==> src/hdl/lfuc_pkg.sv <==
// ----------------------------------------------------------------------------
// lfuc_pkg
// Shared constants and types for the LFU cache policy block.
// ----------------------------------------------------------------------------
package lfuc_pkg;

    localparam int MAX_ENTRIES_DEF = 16;
    localparam int COUNT_WIDTH_DEF = 16;

    localparam int CAP_W = 5;
    localparam int KEY_W = 32;
    localparam int VAL_W = 31;

    localparam logic [CAP_W-1:0] CAP_RESET = 5'd16;

    // operation codes carried on s_tuser
    localparam logic MODE_GET = 1'b0;
    localparam logic MODE_SET = 1'b1;

    // per-cell update control
    typedef struct packed {
        logic apply;   // update step fires this cycle
        logic at_pos;  // this cell holds the touched or inserted slot
    } cell_ctl_t;

endpackage

==> src/hdl/lfu_cache_policy_top.sv <==
// ----------------------------------------------------------------------------
// lfu_cache_policy_top
// LFU key-value store with LRU tie-break, kept as a chain of slot cells
// ordered by descending use count.
// ----------------------------------------------------------------------------
// Flow: an accepted transaction compares the key in every cell and registers
// the outcome; the update step then shifts the chain one slot, places the entry
// and loads the output register. No new transaction is taken until that step.
// The update step waits while a previous result is held by m_tready low.
// Reset: occupancy cleared and capacity set to 16; entry storage is not
// cleared, so the block accepts transactions right after reset.
// ----------------------------------------------------------------------------
module lfu_cache_policy_top #(
    parameter int MAX_ENTRIES = lfuc_pkg::MAX_ENTRIES_DEF,
    parameter int COUNT_WIDTH = lfuc_pkg::COUNT_WIDTH_DEF
) (
    input  logic                       aclk,
    input  logic                       aresetn,
    input  logic                       cfg_we,
    input  logic [lfuc_pkg::CAP_W-1:0] cfg_wdata,   // capacity
    input  logic                       s_tvalid,
    output logic                       s_tready,
    input  logic [63:0]                s_tdata,     // [31:0] key, [62:32] value
    input  logic [0:0]                 s_tuser,     // [0] mode
    output logic                       m_tvalid,
    input  logic                       m_tready,
    output logic [31:0]                m_tdata,     // [30:0] value_out
    output logic [0:0]                 m_tuser      // [0] found
);

    localparam int OW = $clog2(MAX_ENTRIES + 1);
    localparam int LW = (OW > lfuc_pkg::CAP_W) ? OW : lfuc_pkg::CAP_W;
    localparam int KW = lfuc_pkg::KEY_W;
    localparam int VW = lfuc_pkg::VAL_W;

    logic [lfuc_pkg::CAP_W-1:0] cap_reg;
    logic [OW-1:0]              occ_reg;
    logic                       busy_reg;
    logic                       m_tvalid_reg;
    logic                       found_reg;
    logic [VW-1:0]              vout_reg;

    // registered by the compare cycle
    logic [MAX_ENTRIES-1:0]     pos_reg;
    logic                       apply_reg;
    logic                       ins_reg;
    logic [OW-1:0]              occ_new_reg;
    logic [KW-1:0]              key_reg;
    logic [VW-1:0]              mv_val_reg;
    logic [COUNT_WIDTH-1:0]     mv_cnt_reg;
    logic                       st_found_reg;
    logic [VW-1:0]              st_val_reg;

    logic                       in_mode;
    logic [KW-1:0]              in_key;
    logic [VW-1:0]              in_val;
    logic                       accept;
    logic                       fire;

    logic [KW-1:0]              cell_key [MAX_ENTRIES];
    logic [VW-1:0]              cell_val [MAX_ENTRIES];
    logic [COUNT_WIDTH-1:0]     cell_cnt [MAX_ENTRIES];
    logic [MAX_ENTRIES-1:0]     match_c;
    logic [MAX_ENTRIES-1:0]     le_c;
    logic [MAX_ENTRIES-1:0]     seen_c;
    logic [MAX_ENTRIES-1:0]     used_c;
    logic [MAX_ENTRIES-1:0]     ins_dec;

    logic                       hit;
    logic [VW-1:0]              sel_val;
    logic [COUNT_WIDTH-1:0]     sel_cnt;
    logic [LW-1:0]              lim;
    logic [LW-1:0]              ins_idx;
    logic [LW-1:0]              occ_ext;

    assign in_mode = s_tuser[0];
    assign in_key  = s_tdata[KW-1:0];
    assign in_val  = s_tdata[KW+VW-1:KW];

    assign s_tready = !busy_reg;
    assign accept   = s_tvalid && s_tready;
    assign fire     = busy_reg && (!m_tvalid_reg || m_tready);

    assign m_tvalid = m_tvalid_reg;
    assign m_tuser  = found_reg;
    assign m_tdata  = {1'b0, vout_reg};

    assign occ_ext = LW'(occ_reg);

    always_comb begin
        if (LW'(cap_reg) > LW'(MAX_ENTRIES)) begin
            lim = LW'(MAX_ENTRIES);
        end else begin
            lim = LW'(cap_reg);
        end
        // store full (or capacity lowered): insertion point is slot lim-1, whose entry is replaced
        if (occ_ext >= lim) begin
            ins_idx = lim - LW'(1);
        end else begin
            ins_idx = occ_ext;
        end
    end

    always_comb begin
        hit     = |match_c;
        sel_val = '0;
        sel_cnt = '0;
        for (int j = 0; j < MAX_ENTRIES; j++) begin
            used_c[j]  = LW'(j) < occ_ext;
            ins_dec[j] = ins_idx == LW'(j);
            sel_val    = sel_val | (cell_val[j] & {VW{match_c[j]}});
            sel_cnt    = sel_cnt | (cell_cnt[j] & {COUNT_WIDTH{match_c[j]}});
        end
    end

    genvar g;
    generate
        for (g = 0; g < MAX_ENTRIES; g++) begin : g_cell
            lfuc_pkg::cell_ctl_t ctl;
            logic [KW-1:0]          lk;
            logic [VW-1:0]          lv;
            logic [COUNT_WIDTH-1:0] lcnt;
            logic                   lle;
            logic                   rseen;

            assign ctl.apply  = fire && apply_reg;
            assign ctl.at_pos = pos_reg[g];

            if (g == 0) begin : g_head
                assign lk   = '0;
                assign lv   = '0;
                assign lcnt = '0;
                assign lle  = 1'b0;
            end else begin : g_body
                assign lk   = cell_key[g-1];
                assign lv   = cell_val[g-1];
                assign lcnt = cell_cnt[g-1];
                assign lle  = le_c[g-1];
            end

            if (g == MAX_ENTRIES - 1) begin : g_tail
                assign rseen = 1'b0;
            end else begin : g_mid
                assign rseen = seen_c[g+1];
            end

            lfuc_cell #(
                .COUNT_WIDTH (COUNT_WIDTH)
            ) u_cell (
                .aclk       (aclk),
                .ctl        (ctl),
                .used       (used_c[g]),
                .cmp_key    (in_key),
                .match      (match_c[g]),
                .mv_key     (key_reg),
                .mv_val     (mv_val_reg),
                .mv_cnt     (mv_cnt_reg),
                .left_key   (lk),
                .left_val   (lv),
                .left_cnt   (lcnt),
                .left_le    (lle),
                .right_seen (rseen),
                .seen_out   (seen_c[g]),
                .le_out     (le_c[g]),
                .key_out    (cell_key[g]),
                .val_out    (cell_val[g]),
                .cnt_out    (cell_cnt[g])
            );
        end
    endgenerate

    // control state
    always_ff @(posedge aclk) begin
        if (!aresetn) begin
            cap_reg      <= lfuc_pkg::CAP_RESET;
            occ_reg      <= '0;
            busy_reg     <= 1'b0;
            m_tvalid_reg <= 1'b0;
        end else begin
            if (cfg_we) begin
                cap_reg <= cfg_wdata;
            end
            if (accept) begin
                busy_reg <= 1'b1;
            end else if (fire) begin
                busy_reg <= 1'b0;
            end
            if (fire) begin
                m_tvalid_reg <= 1'b1;
                if (ins_reg) begin
                    occ_reg <= occ_new_reg;
                end
            end else if (m_tready) begin
                m_tvalid_reg <= 1'b0;
            end
        end
    end

    // payload
    always_ff @(posedge aclk) begin
        if (accept) begin
            key_reg      <= in_key;
            pos_reg      <= hit ? match_c : ins_dec;
            occ_new_reg  <= OW'(ins_idx + LW'(1));
            ins_reg      <= (in_mode == lfuc_pkg::MODE_SET) && !hit && (lim != '0);
            apply_reg    <= (in_mode == lfuc_pkg::MODE_GET) ? hit : (lim != '0);
            mv_val_reg   <= (in_mode == lfuc_pkg::MODE_SET) ? in_val : sel_val;
            if (!hit) begin
                mv_cnt_reg <= COUNT_WIDTH'(1);
            end else if (sel_cnt == {COUNT_WIDTH{1'b1}}) begin
                mv_cnt_reg <= sel_cnt;
            end else begin
                mv_cnt_reg <= sel_cnt + COUNT_WIDTH'(1);
            end
            st_found_reg <= hit;
            st_val_reg   <= ((in_mode == lfuc_pkg::MODE_GET) && hit) ? sel_val : '0;
        end
        if (fire) begin
            found_reg <= st_found_reg;
            vout_reg  <= st_val_reg;
        end
    end

    a_occ_bound: assert property (@(posedge aclk) disable iff (!aresetn)
        LW'(occ_reg) <= LW'(MAX_ENTRIES))
        else $error("occupancy exceeds entry count");

    a_pos_onehot: assert property (@(posedge aclk) disable iff (!aresetn)
        busy_reg |-> $onehot0(pos_reg))
        else $error("update targets more than one slot");

    a_insert_grows: assert property (@(posedge aclk) disable iff (!aresetn)
        (fire && ins_reg) |=> (occ_reg != '0))
        else $error("insert left store empty");

    a_result_after_update: assert property (@(posedge aclk) disable iff (!aresetn)
        $rose(m_tvalid_reg) |-> $past(busy_reg))
        else $error("result without a pending transaction");

endmodule

==> src/hdl/lfuc_cell.sv <==
// ----------------------------------------------------------------------------
// lfuc_cell
// One slot of the ordered entry list: holds key, value and use count,
// compares its key, and on an update either keeps its entry, takes its left
// neighbor's entry (shift toward the tail) or takes the promoted entry.
// ----------------------------------------------------------------------------
module lfuc_cell #(
    parameter int COUNT_WIDTH = lfuc_pkg::COUNT_WIDTH_DEF
) (
    input  logic                       aclk,
    input  lfuc_pkg::cell_ctl_t        ctl,
    input  logic                       used,
    input  logic [lfuc_pkg::KEY_W-1:0] cmp_key,
    output logic                       match,
    input  logic [lfuc_pkg::KEY_W-1:0] mv_key,
    input  logic [lfuc_pkg::VAL_W-1:0] mv_val,
    input  logic [COUNT_WIDTH-1:0]     mv_cnt,
    input  logic [lfuc_pkg::KEY_W-1:0] left_key,
    input  logic [lfuc_pkg::VAL_W-1:0] left_val,
    input  logic [COUNT_WIDTH-1:0]     left_cnt,
    input  logic                       left_le,
    input  logic                       right_seen,
    output logic                       seen_out,
    output logic                       le_out,
    output logic [lfuc_pkg::KEY_W-1:0] key_out,
    output logic [lfuc_pkg::VAL_W-1:0] val_out,
    output logic [COUNT_WIDTH-1:0]     cnt_out
);

    logic [lfuc_pkg::KEY_W-1:0] key_reg;
    logic [lfuc_pkg::VAL_W-1:0] val_reg;
    logic [COUNT_WIDTH-1:0]     cnt_reg;
    logic                       shift_in;
    logic                       load_mv;

    assign match    = used && (key_reg == cmp_key);
    assign seen_out = ctl.at_pos | right_seen;
    // right_seen: the touched slot lies further down, so this entry is a
    // candidate to be passed over
    assign le_out   = right_seen && (cnt_reg <= mv_cnt);
    assign shift_in = (right_seen || ctl.at_pos) && left_le;
    assign load_mv  = (le_out || ctl.at_pos) && !left_le;

    assign key_out = key_reg;
    assign val_out = val_reg;
    assign cnt_out = cnt_reg;

    always_ff @(posedge aclk) begin
        if (ctl.apply) begin
            if (shift_in) begin
                key_reg <= left_key;
                val_reg <= left_val;
                cnt_reg <= left_cnt;
            end else if (load_mv) begin
                key_reg <= mv_key;
                val_reg <= mv_val;
                cnt_reg <= mv_cnt;
            end
        end
    end

endmodule
==> config.mk <==
export PLATFORM = sky130hd
export DESIGN_NAME = lfu_cache_policy_top
export DESIGN_NICKNAME = d
export VERILOG_FILES = /design/src/hdl/lfuc_pkg.sv /design/src/hdl/lfu_cache_policy_top.sv /design/src/hdl/lfuc_cell.sv
export SDC_FILE = /design/constraint.sdc
export NUM_CORES = 2
export LEC_CHECK = 0
export ABC_AREA = 0
export BUFFER_PORTS_ARGS = -buffer_cell sky130_fd_sc_hd__buf_2
export CORE_ASPECT_RATIO = 1.25
export CORE_UTILIZATION = 43
export DETAILED_ROUTE_END_ITERATION = 6
export MAX_ROUTING_LAYER = met4
export SLEW_MARGIN = 20
export SYNTH_ARGS = -nofsm -noshare
export SYNTH_HDL_FRONTEND = slang
export SYNTH_SLANG_ARGS = --single-unit
export TNS_END_PERCENT = 50
==> constraint.sdc <==
create_clock -name aclk -period 16.7 [get_ports aclk]
set_input_delay 1.67 -clock aclk [delete_from_list [all_inputs] [get_ports aclk]]
set_output_delay 1.67 -clock aclk [all_outputs]
set_load 0.05 [all_outputs]
==> metrics.cfg <==
[sta]
setup_viol=0
finalHoldWorstSlack_ns=0.415
fin_crit_sh_pct=40.7
slew_headroom_pct=14.8
setup_ws_ns=9.90
min_period_ns=6.80
clock.fmax_mhz=147
tns_ns=0
fin_skew_ns=0.0415
slew_violations=0
rsz0062_at_grt=no
finalHoldViolations=0
worst_pin_slew_ns=1.27

[placement]
placed_cell_area_um2=77600
dp_cells=7243
dp_hpwl_um=164000
gp_congestion=0.962
portBuffers=107
place_ws_ns=9.16

[final_layout]
multi_input_area_um2=30100
n_fill_cell=15100
drive_gt1_share_pct=30.9
nets=5493
design_area_um2=82600
largest_reg_flops=512
register_area_um2=43200
instances_no_fill=7532
area_delta_synth_final_pct=10.4
final_util_pct=47.9

[detailed_routing]
dr.first_iter.drc_count=5287
dr.pass1.iters=6
wl_per_cell_um=34.9
vias=47800
finalWirelength_um=263000
postRouteAntennaNets=0
drcViolationCount=0
drt-vias-per-instance=6.35

[clock_tree]
path_clk_slew_ns=0.06
cts_tree=done
htree_levels=4
cts_made_buffers=155
cts_repair_resize_count=0
clock_sinks=1442
cts-root-buf=clkbuf_16
cts_hold_buf=0
clkLatencyLatePin_ns=0.84
cts_setup_buffers=0
ctsLongestPathBuffers=3

[logic_synthesis]
synth-simple-area-share_pct=5.09
yosys.area.top_type_share_pct=57.4
synth_edf_count=1430
syn_area_um2=74800
synthCells=5170
synth_top_family_by_area=multiplexers
synth_compound_area_share_pct=6.72
ys_top_cells_by_area=edfxtp_1 (57%), mux2_2 (17%), ha_1 (4.2%)
synthArstFlopShare_pct=0
synth_most_common_cell=edfxtp_1
yosysSeqAreaShare_pct=57.7
synth-adder-area-share_pct=4.23
yosys.area_share.xor_xnor_pct=6.10
synth_mux_area_share_pct=17.5
synth_common_cells=edfxtp_1 (1,430), mux2_2 (1,153), xor2_1 (361), ha_1 (253), clkbuf_1 (232)
yosys_warnings=0
synth.distinct_cells=71
synth_top_cell_by_area=edfxtp_1
syn-mean-instance-area_um2=14.5
ys.flop_type=edfxtp_1
synth_fp_nets=5498
ys_ff_latch=1442

[setup_path]
critPathMaxFanout=36
end_kind=register
critPathBufInv=3
worst-setup-path-type=input pin to register
cpMaxStageDelayCell=buf_4
worst_r2r_endpoint=g_cell[10].u_cell.key_out[31]
critPathLaunchType=input pin
cpPeakStageDelay_ns=0.85
crit_chain=buf_2, xor2_1, nor4_1, nand4_1, nor4_4, buf_4, buf_4, a22oi_1, nand4_1, ha_1, nand3_1, nor3_4, a21boi_1, nand3_1, xnor2_1
crit_family=simple AND/OR/NAND/NOR gates
r2r_slack_ns=10.42
required_ns=17.27
arrival_ns=7.37
reg2reg_from=mv_cnt_reg[9]
reg2regPathDepth=15

[power]
p_leak_nw=28.4
vdd_drop_max_uv=101
pwr_density_cell_nw_per_um2=108
p_total_mw=8.95

[global_route]
grt_antenna_before_repair=13
grt_pass1_vias=47900
grt_usage_pct=30.5
grt_max_degree=104
grt_pass1_wl_um=367000
gr-total-overflow=0

[min_path]
min-delay-start=st_val_reg[2]
min_to=vout_reg[2]
hold_path_class=register to register
worstHoldPathCells=0

[die]
dieArea_um2=176000
core_um2=172000
fp-row-count=170
die_h_um=468
initial_core_util_pct=43.4
boundaryPins=110
die_x_um=375

[flow_run]
max-cap-violations=0

[run_status]
status=finished clean

[kinds of logic (layout without fill, tap and decap cells)]
family          after synthesis  in the layout
mux                        1165           1165
compound gates              691            691
xor+xnor                    521            521
flops                      1442           1442
buf+inv                     431            550
simple gates                666            666
other cells                   1              8
fa+ha+maj                   253            253
[cell usage in the layout (no fill, tap or decap), types with 42 or more instances in the layout]
cell type / synthesis / routed
edfxtp_1: 1430 / 1430
mux2_2: 1153 / 1153
xor2_1: 361 / 361
ha_1: 253 / 253
xnor2_1: 160 / 160
clkbuf_16: 0 / 159
nand4_1: 141 / 141
a22oi_1: 136 / 136
nand2_1: 131 / 129
o21ai_0: 113 / 112
buf_2: 56 / 106
buf_4: 33 / 104
a221oi_1: 98 / 98
a22o_1: 97 / 97
nor4_1: 93 / 93
a21oi_1: 85 / 81
nor2b_1: 73 / 72
a21o_1: 59 / 59
inv_1: 54 / 54
nand3_1: 50 / 50
clkbuf_1: 232 / 42
[area by class of cell]
cell class                      instances  area share [%]
Multi-Input combinational cell       3297            36.4
Inverter                               55           0.250
Clock inverter                         76           0.909
Tap cell                             2236            3.39
Timing Repair Buffer                  214            1.69
Antenna cell                            7          0.0212
Clock buffer                          205            5.07
Sequential cell                      1442            52.3
[per-layer routing]
layer / track usage [%] / up-vias / routed length, um
met1: 36.3 / 24500 / 98500
met2: 50.7 / 2551 / 129000
met3: 4.37 / 666 / 20200
met5: - / - / 0
met4: 15.2 / 0 / 15000
li1: - / 20200 / -
[power breakdown]
group / internal (mW) / switching (mW)
registers: 4.22 / 0.157
logic: 0.450 / 0.658
clock network: 1.94 / 1.52
[how the worst max path moves through the flow]
stage	start	endpoint	depth (start not counted)
CTS	s_tdata[3]	mv_cnt_reg[6]	15
global placement	s_tdata[3]	mv_cnt_reg[8]	15
floorplan	m_tready	g_cell[9].u_cell.cnt_out[0]	5
detailed placement	s_tdata[3]	mv_cnt_reg[8]	15
global route	s_tdata[3]	mv_cnt_reg[6]	15
finish	s_tdata[26]	mv_cnt_reg[11]	15
Note: power is estimated with default switching activity, not from simulation.
